==> src/sv/bta_pkg.sv <==
// shared types and constants for the block table allocator
// no dependencies
package bta_pkg;

  localparam int unsigned NumBlocks = 256;
  localparam int unsigned IdxW      = $clog2(NumBlocks);
  localparam int unsigned CntW      = $clog2(NumBlocks + 1);
  localparam int unsigned BsW       = 13;
  localparam int unsigned SizeW     = 21;
  localparam int unsigned OffW      = 20;
  localparam int unsigned PctW      = 7;
  localparam int unsigned AddrW     = 3;

  localparam logic [AddrW-1:0] RegBlockSize   = 3'd0;
  localparam logic [AddrW-1:0] RegBlocksInUse = 3'd4;

  typedef enum logic [1:0] {
    ModeAlloc   = 2'd0,
    ModeFree    = 2'd1,
    ModeRealloc = 2'd2,
    ModeQuery   = 2'd3
  } mode_e;

  typedef enum logic [1:0] {
    StOk      = 2'd0,
    StZero    = 2'd1,
    StNoSpace = 2'd2,
    StRange   = 2'd3
  } status_e;

  typedef enum logic [3:0] {
    SIdle,
    SClear,
    SNeedDiv,
    SAllocChk,
    SScan,
    SMark,
    SFreeDiv,
    SFreeRd,
    SFreeWait,
    SFreeClr,
    SQuery,
    SPctDiv,
    SDone
  } state_e;

endpackage

==> src/sv/bta_ram.sv <==
// generic single port ram with registered read
// no dependencies
module bta_ram #(
  parameter int unsigned Width = 8,
  parameter int unsigned Depth = 16
) (
  input  logic                     clk_i,
  input  logic                     we_i,
  input  logic [$clog2(Depth)-1:0] addr_i,
  input  logic [Width-1:0]         wdata_i,
  output logic [Width-1:0]         rdata_o
);

  logic [Width-1:0] mem_q [Depth];

  always_ff @(posedge clk_i) begin
    if (we_i) begin
      mem_q[addr_i] <= wdata_i;
    end
    rdata_o <= mem_q[addr_i];
  end

endmodule

==> src/sv/block_table_allocator.sv <==
// block table allocator: one request at a time, taken only while idle
// result held in done while an earlier result waits
// allocate: divide + scan one entry per cycle + mark the run; realloc then also frees
// free: divide + read + clear one entry per cycle; query: scan + divide
// reset clears the table, no request taken meanwhile
// uses bta_pkg and bta_ram
module block_table_allocator
  import bta_pkg::*;
(
  input  logic             clk_i,
  input  logic             rst_ni,
  input  logic             psel,
  input  logic             penable,
  input  logic             pwrite,
  input  logic [AddrW-1:0] paddr,
  input  logic [31:0]      pwdata,
  output logic [31:0]      prdata,
  output logic             pready,
  input  logic             in_valid_i,
  output logic             in_ready_o,
  input  logic [1:0]       mode_i,
  input  logic [SizeW-1:0] size_bytes_i,
  input  logic [OffW-1:0]  byte_offset_i,
  output logic             out_valid_o,
  input  logic             out_ready_i,
  output logic [1:0]       status_o,
  output logic [OffW-1:0]  result_offset_o,
  output logic [PctW-1:0]  usage_percent_o
);

  logic [BsW-1:0]  bs_q;
  logic [8:0]      biu_q;
  state_e          state_q, state_d;

  logic [1:0]       mode_q;
  logic [OffW-1:0]  off_q;

  // shared restoring divider
  logic [SizeW-1:0] dq_q, dq_d;
  logic [SizeW:0]   drem_q, drem_d;
  logic [4:0]       dcnt_q, dcnt_d;
  logic [SizeW:0]   dtrial;
  logic [BsW-1:0]   dvsr;

  logic [IdxW:0]    idx_q, idx_d;
  logic [CntW-1:0]  run_q, run_d;
  logic [CntW-1:0]  need_q, need_d;
  logic [CntW-1:0]  left_q, left_d;
  logic [CntW-1:0]  used_q, used_d;
  logic [IdxW:0]    base_q, base_d;
  logic [1:0]       st_q, st_d;
  logic [OffW-1:0]  roff_q, roff_d;
  logic [PctW-1:0]  pct_q, pct_d;
  logic             ov_q, ov_d;
  logic [1:0]       ost_q;
  logic [OffW-1:0]  ooff_q;
  logic [PctW-1:0]  opct_q;
  logic             rvalid_d;

  logic            we;
  logic [IdxW-1:0] addr;
  logic [CntW-1:0] wdata, rdata;

  logic [BsW-1:0]  bs_eff;
  logic [CntW-1:0] nb;
  logic [OffW+BsW:0] pool_bytes;
  logic [IdxW+BsW:0] off_prod;
  logic              accept;

  assign bs_eff = (bs_q == '0) ? BsW'(1) : bs_q;
  always_comb begin
    nb = CntW'(biu_q);
    if (biu_q == '0) nb = CntW'(1);
    if ({23'd0, biu_q} > 32'(NumBlocks)) nb = CntW'(NumBlocks);
  end
  assign pool_bytes = (OffW+BsW+1)'(nb) * (OffW+BsW+1)'(bs_eff);
  assign off_prod   = (IdxW+BsW+1)'(idx_q) * (IdxW+BsW+1)'(bs_eff);
  assign pready = 1'b1;
  assign prdata = (paddr == RegBlockSize)   ? 32'(bs_q) :
                  (paddr == RegBlocksInUse) ? 32'(biu_q) : 32'd0;

  always_ff @(posedge clk_i or negedge rst_ni) begin
    if (!rst_ni) begin
      bs_q  <= BsW'(32);
      biu_q <= 9'd256;
    end else if (psel && penable && pwrite) begin
      if (paddr == RegBlockSize)   bs_q  <= pwdata[BsW-1:0];
      if (paddr == RegBlocksInUse) biu_q <= pwdata[8:0];
    end
  end

  bta_ram #(.Width(CntW), .Depth(NumBlocks)) u_table (
    .clk_i  (clk_i),
    .we_i   (we),
    .addr_i (addr),
    .wdata_i(wdata),
    .rdata_o(rdata)
  );

  assign in_ready_o = (state_q == SIdle);
  assign accept     = in_valid_i && in_ready_o;
  // query divides by the managed blocks, everything else by the block size
  assign dvsr       = (state_q == SPctDiv) ? BsW'(nb) : bs_eff;
  assign dtrial     = {drem_q[SizeW-1:0], dq_q[SizeW-1]} - (SizeW+1)'(dvsr);

  always_comb begin
    state_d = state_q;
    unique case (state_q)
      SIdle: if (accept) begin
        unique case (mode_e'(mode_i))
          ModeFree:  state_d = SFreeDiv;
          ModeQuery: state_d = SQuery;
          default:   state_d = (size_bytes_i == '0) ? SDone : SNeedDiv;
        endcase
      end
      SClear:    if (idx_q == (IdxW+1)'(NumBlocks - 1)) state_d = SIdle;
      SNeedDiv:  if (dcnt_q == 5'd0) state_d = SAllocChk;
      SAllocChk: state_d = (need_q > nb) ? SDone : SScan;
      SScan: begin
        if (idx_q != (IdxW+1)'(nb) && rdata == '0 && run_q + 1'b1 == need_q)
          state_d = SMark;
        else if (idx_q == '0) state_d = SDone;
      end
      SMark: if (left_q == CntW'(1)) begin
        state_d = (mode_q == ModeRealloc) ? SFreeDiv : SDone;
      end
      SFreeDiv: if (dcnt_q == 5'd0) begin
        state_d = ((OffW+BsW+1)'(off_q) >= pool_bytes) ? SDone : SFreeRd;
      end
      SFreeRd:   state_d = SFreeWait;
      SFreeWait: state_d = (rdata == '0) ? SDone : SFreeClr;
      SFreeClr:  if (left_q == CntW'(1) || base_q + 1'b1 >= (IdxW+1)'(nb))
        state_d = SDone;
      SQuery: if (idx_q == (IdxW+1)'(nb)) state_d = SPctDiv;
      SPctDiv: if (dcnt_q == 5'd0) state_d = SDone;
      SDone: if (!ov_q) state_d = SIdle;
      default: state_d = SIdle;
    endcase
  end

  always_comb begin
    idx_d = idx_q; run_d = run_q; need_d = need_q; left_d = left_q;
    used_d = used_q; base_d = base_q; st_d = st_q; roff_d = roff_q;
    pct_d = pct_q; dq_d = dq_q; drem_d = drem_q; dcnt_d = dcnt_q;
    ov_d = ov_q; rvalid_d = 1'b0;
    we = 1'b0; addr = idx_q[IdxW-1:0]; wdata = '0;
    if (out_valid_o && out_ready_i) ov_d = 1'b0;
    unique case (state_q)
      SIdle: if (accept) begin
        st_d = (mode_i != ModeFree && mode_i != ModeQuery && size_bytes_i == '0)
               ? StZero : StOk;
        roff_d = '0; pct_d = '0; used_d = '0; run_d = '0;
        dq_d = (mode_i == ModeFree) ? SizeW'(byte_offset_i) : size_bytes_i;
        drem_d = '0; dcnt_d = 5'(SizeW - 1);
        idx_d = '0;
      end
      SClear: begin
        we = 1'b1;
        idx_d = idx_q + 1'b1;
      end
      SNeedDiv, SFreeDiv, SPctDiv: begin
        if (!dtrial[SizeW]) begin
          drem_d = dtrial;
          dq_d = {dq_q[SizeW-2:0], 1'b1};
        end else begin
          drem_d = {drem_q[SizeW-1:0], dq_q[SizeW-1]};
          dq_d = {dq_q[SizeW-2:0], 1'b0};
        end
        dcnt_d = dcnt_q - 1'b1;
        if (dcnt_q == 5'd0) begin
          if (state_q == SNeedDiv) begin
            if (dq_d > SizeW'(NumBlocks) ||
                (dq_d == SizeW'(NumBlocks) && drem_d != '0))
              need_d = CntW'(NumBlocks) + 1'b1;
            else
              need_d = CntW'(dq_d) + CntW'(drem_d != '0);
            idx_d = (IdxW+1)'(nb);
            run_d = '0;
          end else if (state_q == SFreeDiv) begin
            base_d = dq_d[IdxW:0];
            if ((OffW+BsW+1)'(off_q) >= pool_bytes && mode_q == ModeFree)
              st_d = StRange;
          end else begin
            pct_d = PctW'(dq_d);
          end
        end
      end
      SAllocChk: begin
        if (need_q > nb) st_d = StNoSpace;
        addr = IdxW'(idx_q - 1'b1);
        idx_d = idx_q - 1'b1;
      end
      SScan: begin
        // rdata is entry idx_q, next read issued at idx_q-1
        addr = IdxW'(idx_q - 1'b1);
        if (rdata != '0) run_d = '0;
        else run_d = run_q + 1'b1;
        if (rdata == '0 && run_q + 1'b1 == need_q) begin
          roff_d = off_prod[OffW-1:0];
          base_d = idx_q;
          left_d = need_q;
        end else if (idx_q == '0) begin
          st_d = StNoSpace;
        end else begin
          idx_d = idx_q - 1'b1;
        end
      end
      SMark: begin
        we = 1'b1; addr = base_q[IdxW-1:0]; wdata = need_q;
        base_d = base_q + 1'b1;
        left_d = left_q - 1'b1;
        if (left_q == CntW'(1)) begin
          dq_d = SizeW'(off_q); drem_d = '0; dcnt_d = 5'(SizeW - 1);
        end
      end
      SFreeRd: addr = base_q[IdxW-1:0];
      SFreeWait: left_d = rdata;
      SFreeClr: begin
        we = 1'b1; addr = base_q[IdxW-1:0];
        base_d = base_q + 1'b1;
        left_d = left_q - 1'b1;
      end
      SQuery: begin
        addr = idx_q[IdxW-1:0];
        idx_d = idx_q + 1'b1;
        if (idx_q != '0 && rdata != '0) used_d = used_q + 1'b1;
        if (idx_q == (IdxW+1)'(nb)) begin
          dq_d = SizeW'(used_d) * SizeW'(100);
          drem_d = '0; dcnt_d = 5'(SizeW - 1);
        end
      end
      SDone: if (!ov_q) begin
        ov_d = 1'b1; rvalid_d = 1'b1;
      end
      default: ;
    endcase
  end

  // query reads entry i while idx_q is i, its data arrives while idx_q is i+1
  always_ff @(posedge clk_i) begin
    if (accept) begin
      mode_q <= mode_i; off_q <= byte_offset_i;
    end
    if (rvalid_d) begin
      ost_q <= st_q; ooff_q <= roff_q; opct_q <= pct_q;
    end
  end

  always_ff @(posedge clk_i or negedge rst_ni) begin
    if (!rst_ni) begin
      state_q <= SClear;
      idx_q <= '0; run_q <= '0; need_q <= '0; left_q <= '0; used_q <= '0;
      base_q <= '0; st_q <= '0; roff_q <= '0; pct_q <= '0;
      dq_q <= '0; drem_q <= '0; dcnt_q <= '0; ov_q <= 1'b0;
    end else begin
      state_q <= state_d;
      idx_q <= idx_d; run_q <= run_d; need_q <= need_d; left_q <= left_d;
      used_q <= used_d; base_q <= base_d; st_q <= st_d; roff_q <= roff_d;
      pct_q <= pct_d; dq_q <= dq_d; drem_q <= drem_d; dcnt_q <= dcnt_d;
      ov_q <= ov_d;
    end
  end

  assign out_valid_o     = ov_q;
  assign status_o        = ost_q;
  assign result_offset_o = ooff_q;
  assign usage_percent_o = opct_q;

endmodule

==> config.mk <==
export PLATFORM = sky130hd
export DESIGN_NAME = block_table_allocator
export DESIGN_NICKNAME = d
export VERILOG_FILES = /design/src/sv/bta_pkg.sv /design/src/sv/bta_ram.sv /design/src/sv/block_table_allocator.sv
export SDC_FILE = /design/constraint.sdc
export NUM_CORES = 2
export LEC_CHECK = 0
export ABC_AREA = 1
export BUFFER_PORTS_ARGS = -buffer_cell sky130_fd_sc_hd__buf_2
export CORE_MARGIN = 2
export CORE_UTILIZATION = 50
export CTS_BUF_LIST = sky130_fd_sc_hd__clkbuf_8
export DETAILED_ROUTE_END_ITERATION = 12
export GPL_TIMING_DRIVEN = 0
export PLACE_DENSITY = 0.77
export SYNTH_ARGS = -nofsm -noshare
export SYNTH_HDL_FRONTEND = slang
export SYNTH_HIERARCHICAL = 1
export SYNTH_SLANG_ARGS = --single-unit
==> constraint.sdc <==
create_clock -name clk_i -period 17.3 [get_ports clk_i]
set_input_delay 1.73 -clock clk_i [delete_from_list [all_inputs] [get_ports clk_i]]
set_output_delay 1.73 -clock clk_i [all_outputs]
set_load 0.01 [all_outputs]
Yosys cells after proc, flatten, opt, wreduce, memory -nomap -nowiden
Memories as Yosys holds them, arrays and structs flattened. A register that Yosys moved wholly into a read port is not among the register bits.
Index checks and enable logic that the tools add are counted.
{ "totals": {"out_inout_bits": 64, "register_bits": 208, "elab_cells": 228, "input_bits": 85, "ram_bits": 2304, "n_memories": 1} }
{ "classes": {"n_reduce_logical": 53, "muxes": 90, "add_sub_neg": 9, "mul": 3, "magnitude_cmp": 5, "n_eq_ne": 46} }
{ "mem_list": {"columns": ["name", "depth", "width", "rd", "rd_ports_with_merged_regs", "wr", "line", "rtl"], "rows": [
  ["u_table.mem_q", 256, 9, 1, 1, 1, "bta_ram.sv:14", "logic [Width-1:0] mem_q [Depth];"]
]} }
{ "op_table": {"columns": ["operator", "count"], "rows": [
  ["$mux W9", 20],
  ["$mux W21", 8],
  ["$pmux W21 S4", 2],
  ["$pmux W9 S3", 3],
  ["$mux W4", 15],
  ["$pmux W4 S13", 1],
  ["$pmux W9 S5", 1],
  ["$mux W22", 2],
  ["$mux W20", 2],
  ["$pmux W20 S2", 1],
  ["$mux W13", 3],
  ["$ne A2 B2 Y1 const B", 19],
  ["$add A9 B1 Y9 const B", 4],
  ["$mux W7", 4],
  ["$logic_not A9 Y1", 3],
  ["$ge A20 B22 Y1", 1],
  ["$mul A9 B13 Y22", 1],
  ["$reduce_bool A22 Y1", 1],
  ["$sub A22 B13 Y22", 1],
  ["$eq A21 B9 Y1 const B", 1],
  ["$gt A21 B9 Y1 const B", 1],
  ["$logic_not A21 Y1", 1],
  ["$eq A4 B4 Y1 const B", 5],
  ["$mul A9 B13 Y20", 1],
  ["other kinds (49)", 105]
]} }

Depth between registers and ports, before layout
{ "depth": {"ltp_word": 11, "depth_mapped": 35, "mapped_depth_nobuf": 34} }

By module
The synthesis kept the hierarchy.
{ "by_module_without_submodules": {"columns": ["mod", "area_each_um2", "seq_area_each_um2", "instances", "cells_each"], "rows": [
  ["bta_ram", 95703.0, 69366.5, 1, 8976],
  ["block_table_allocator", 20913.8, 5464.0, 1, 2775]
]} }

Worst setup path before layout
Ideal clock, no wire load.
{ "synth_path": {"path_kind": "reg-to-reg", "from": "register state_q[0]", "to": "memory u_table/mem_q[0][0] (netlist bit) (data pin)", "stages_incl_launch_ff": 6, "required_ns": 15.907, "period_less_slack_ns": 8.364, "setup_time_ns": 1.393, "setup_slack_ns": 8.936, "path_buffers": 1, "arrival_ns": 6.971, "cell_sequence": "dfstp_2 > inv_1 > nor2_1 > nand2_1 > clkbuf_1 > nor2_1"} }
{ "synth_via": {"elab_chain_len": 2} }
{ "synth_rtl": {"columns": ["element", "line", "rtl"], "rows": [
  ["start: declaration", "block_table_allocator.sv:33", "state_e state_q, state_d;"],
  ["start signal: assignment", "block_table_allocator.sv:251", "state_q <= SClear;"],
  ["start signal: assignment", "block_table_allocator.sv:256", "state_q <= state_d;"],
  ["$eq A4 B3 Y1", "block_table_allocator.sv:148", "unique case (state_q)"],
  ["$mux W9", "block_table_allocator.sv:148", null],
  ["named net wdata[0]", "block_table_allocator.sv:62", "logic [CntW-1:0] wdata, rdata;"],
  ["end: declaration", "bta_ram.sv:14", null]
]} }
The timed path passes the listed nets, and every way through them passes these cells.

Final worst setup path
{ "layout_path": {"from": "register biu_q[8]", "to": "register st_q[1]"} }
{ "layout_via": {"elab_chain_len": 8, "elab_cells_between_ends": 11, "cone_classes": "mul: 1; order compare: 3; eq/ne: 2; mux: 2; reduce/logical: 3"} }
{ "layout_rtl": {"columns": ["element", "line", "rtl"], "rows": [
  ["start: declaration", "block_table_allocator.sv:32", "logic [8:0] biu_q;"],
  ["start signal: assignment", "block_table_allocator.sv:88", "if (paddr == RegBlocksInUse) biu_q <= pwdata[8:0];"],
  ["parallel branches: the longest is 2 deep, another holds $gt A9 B9 Y1", null, null],
  ["$mux W9 *", "block_table_allocator.sv:74", "if ({23'd0, biu_q} > 32'(NumBlocks)) nb = CntW'(NumBlocks);"],
  ["$mul A9 B13 Y22", "block_table_allocator.sv:76", "assign pool_bytes = (OffW+BsW+1)'(nb) * (OffW+BsW+1)'(bs_eff);"],
  ["$ge A20 B22 Y1", "block_table_allocator.sv:181", "if ((OffW+BsW+1)'(off_q) >= pool_bytes && mode_q == ModeFree)"],
  ["$logic_and A1 B1 Y1", "block_table_allocator.sv:181", null],
  ["$ne A2 B2 Y1 (no line)", null, null],
  ["$reduce_and A9 Y1 (no line) *", null, null],
  ["end signal: assignment", "block_table_allocator.sv:258", "used_q <= used_d; base_q <= base_d; st_q <= st_d; roff_q <= roff_d;"],
  ["end: declaration", "block_table_allocator.sv:51", "logic [1:0] st_q, st_d;"]
]} }
Mark *: on every way between the ends.
A chain may end at the register's enable or synchronous reset.

==> impl_metrics.toml <==
[worst_setup_path]
start_kind = "register"
cp-end-kind = "register"
cp.arrival_ps = 8590
cp_slowest_cell = "clkbuf_1"
critPathMaxFanout = 11
critPathMaxStageDelay_ps = 740
cpMostUsedCell = "nand2_1"
critPathKind = "register to register"
cp.required_ps = 18290

[timing]
grt_setup_unrepaired = "no"
clock_skew_ps = 123
worst_slew_pin_slew_ps = 1580
fin_crit_ps = 7590
finalHoldViolCount = 0
setup_viol = 0
finalCritPeriodShare_pct = 43.9
max_freq_mhz = 132
max-slew-margin-rel_pct = -5.15
slew_viol_final = 11

[cells_and_area]
fillerInstances = 19000
finalNonFillerCells = 15700
fin_area_sq_um = 130000
final_nets = 12800
layout_common_cells = "nand2_1 (6086), edfxtp_1 (2355), inv_1 (608), nor2_1 (582), clkbuf_8 (413)"
final_common_cell = "nand2_1"
drive_above_1_share_pct = 8.37
syn2layout_area_growth_pct = 11.6

[placed_design]
hpwlAfterDp_mm = 260
place_area_sq_um = 123000
globalplace.congestion = 1.01
placed_cells = 15000
numPortBuffers = 109

[cts]
clock-sinks = 2521
clk_pin_slew_ps = 70
cts-resized-gates = 0
clock-root-buffer = "clkbuf_8"
cts_buffers = 407
cts_hold_buf = 0
post-cts-setup-buffers = 0
htree_levels = 5
clock_latency_ps = 1190
cts_tree = "yes"
clockBufferDepth = 4

[logic_synthesis]
synth_area_sq_um = 117000
avgSynthCellArea_sq_um = 9.92
synth_seq_cells = 2521
seq_area_frac_synth_pct = 64.2
yosysWarnings = 6
synth_edf_count = 2355
synth.distinct_cells = 62
synth_flop_cell = "edfxtp_1"
synthArstFlopShare_pct = 6.23
netlist_instances = 11800

[drt]
drtIter0Drc = 13100
postRouteAntennaNets = 0
via_count = 88600
vias_per_cell = 5.63
firstDrtPassIters = 8
totalWireLength_mm = 365
drc_errors = 0
avgRoutedWirePerCell_um = 23.2

[global_route]
grt_max_degree = 115
antenna_found_initial = 19
grt_use_total_pct = 30.1
grt_pass1_vias = 81900
grt_pass1_wl_mm = 522
grt_overflow = 0

[floorplanning]
initial_core_util_pct = 50.2
dieWidth_um = 487
die_y_um = 487
rows = 177
io_pins = 149
core_sq_um = 232000
die_area_sq_um = 237000

[outcome]
violations = "max-capacitance violations, max-slew violations"
outcome = "complete, but fails checks"

[power]
p_per_area_nw_per_um2 = 161
p_leak_nw = 59.7
vdd_drop_max_mv = 0.229

[worst_hold_path]
hold_class = "register to register"

[flow_run]
max-cap-violations = 1
metal layers:
layer  track usage, %  wire (um)  vias up
li1                 -          -    39700
met5                0         81        -
met4             18.8      26000       12
met3             7.78      49300     1155
met2             45.2     159000     6208
met1             39.0     130000    41600
cell type report:
class,count,area [sq um],share of cell area (%)
inverter,505,1900,1.46
timing repair buffer,184,2130,1.64
antenna,18,45.0,0.0346
buffer,575,3060,2.35
clock inverter,313,1680,1.29
clock buffer,413,5680,4.37
sequential,2521,74800,57.5
multi-input combinational,8168,37000,28.4
tap,3043,3810,2.93
Yosys cell counts, drive strengths merged, types with 2 or more instances:
master	n	share of area (%)
a211oi	3	0.019
a21boi	2	0.013
a21o	7	0.045
a21oi	125	0.54
a221oi	2	0.015
a22o	3	0.023
a22oi	12	0.077
a31oi	6	0.032
a41oi	3	0.023
and2	2	0.011
and3	3	0.016
buf	386	2.0
clkbuf	189	0.61
clkinv	7	0.023
conb	2	0.0064
dfrtp	154	3.3
dfstp	3	0.068
dfxtp	9	0.15
edfxtp	2355	61
fa	160	2.7
ha	173	1.9
inv	498	1.6
nand2	6092	20
nand3	355	1.5
nand3b	7	0.045
nand4	35	0.19
nor2	601	2.0
nor3	21	0.10
nor3b	5	0.032
nor4	15	0.080
o2111ai	2	0.015
o211a	2	0.017
o211ai	19	0.12
o21a	2	0.014
o21ai	368	1.6
o21bai	7	0.045
o221ai	6	0.045
o22ai	36	0.19
o31ai	4	0.026
or2	5	0.027
xnor2	17	0.13
xor2	42	0.32
cell families after synthesis:
logic type	synth area share, %
other	0.00644
AND/OR/NAND/NOR	23.7
flip-flops	64.2
adder cells (fa/ha/maj)	4.60
buffers and inverters	4.25
XOR/XNOR	0.443
AO/OA/AOI/OAI	2.88
through the flow:
step	utilization (%)	setup WS, ps	hold WS [ps]	power [mW]	TNS (ps)
floorplan	-	8940	425	12.7	0
global placement	52.1	-2270	437	15.8	-4026240
detailed placement	52.8	9870	438	16.0	0
CTS	56.0	9850	451	20.7	0
global route	56.0	9340	460	21.8	0
finish	56.0	9710	448	20.9	0
path summary, 6_finish.rpt:
kind | slack (ps) | cells past startpoint | start | endpoint
min in group asynchronous | 510 | 1 | rst_ni | out_valid_o$_DFF_PN0_
min reg2reg | 450 | 0 | roff_q[14]$_DFFE_PN0P_ | result_offset_o[14]$_DFFE_PP_
max in group asynchronous | 15810 | 2 | rst_ni | idx_q[0]$_DFFE_PN0P_
max reg2reg | 9710 | 30 | biu_q[8]$_DFFE_PN1P_ | st_q[1]$_DFFE_PN0P_
min | 450 | 0 | roff_q[14]$_DFFE_PN0P_ | result_offset_o[14]$_DFFE_PP_
max | 9710 | 30 | biu_q[8]$_DFFE_PN1P_ | st_q[1]$_DFFE_PN0P_
power breakdown:
part	total, mW	switching, mW	internal, mW	leakage [nW]
Sequential	6.91	0.136	6.78	28.8
Combinational	9.26	6.82	2.44	26.7
Clock	4.77	2.35	2.43	4.24
critical path: cells and delay by family, from the launching register on:
family	cells	cell delay, ps
adder cells (fa/ha/maj)	6	2770
AND/OR/NAND/NOR	13	1370
buffers and inverters	5	1330
AO/OA/AOI/OAI	5	1250
flip-flops	1	550
XOR/XNOR	1	200
flip-flops by register name, summed over array words and instances, names as in the netlist, 13 cells and up:
name and count:
u_table/mem_q 2304, dq_q 21, drem_q 21, off_q 20
bs_q 13, result_offset_o 20, roff_q 20
Power figures use the tool's default switching activity.
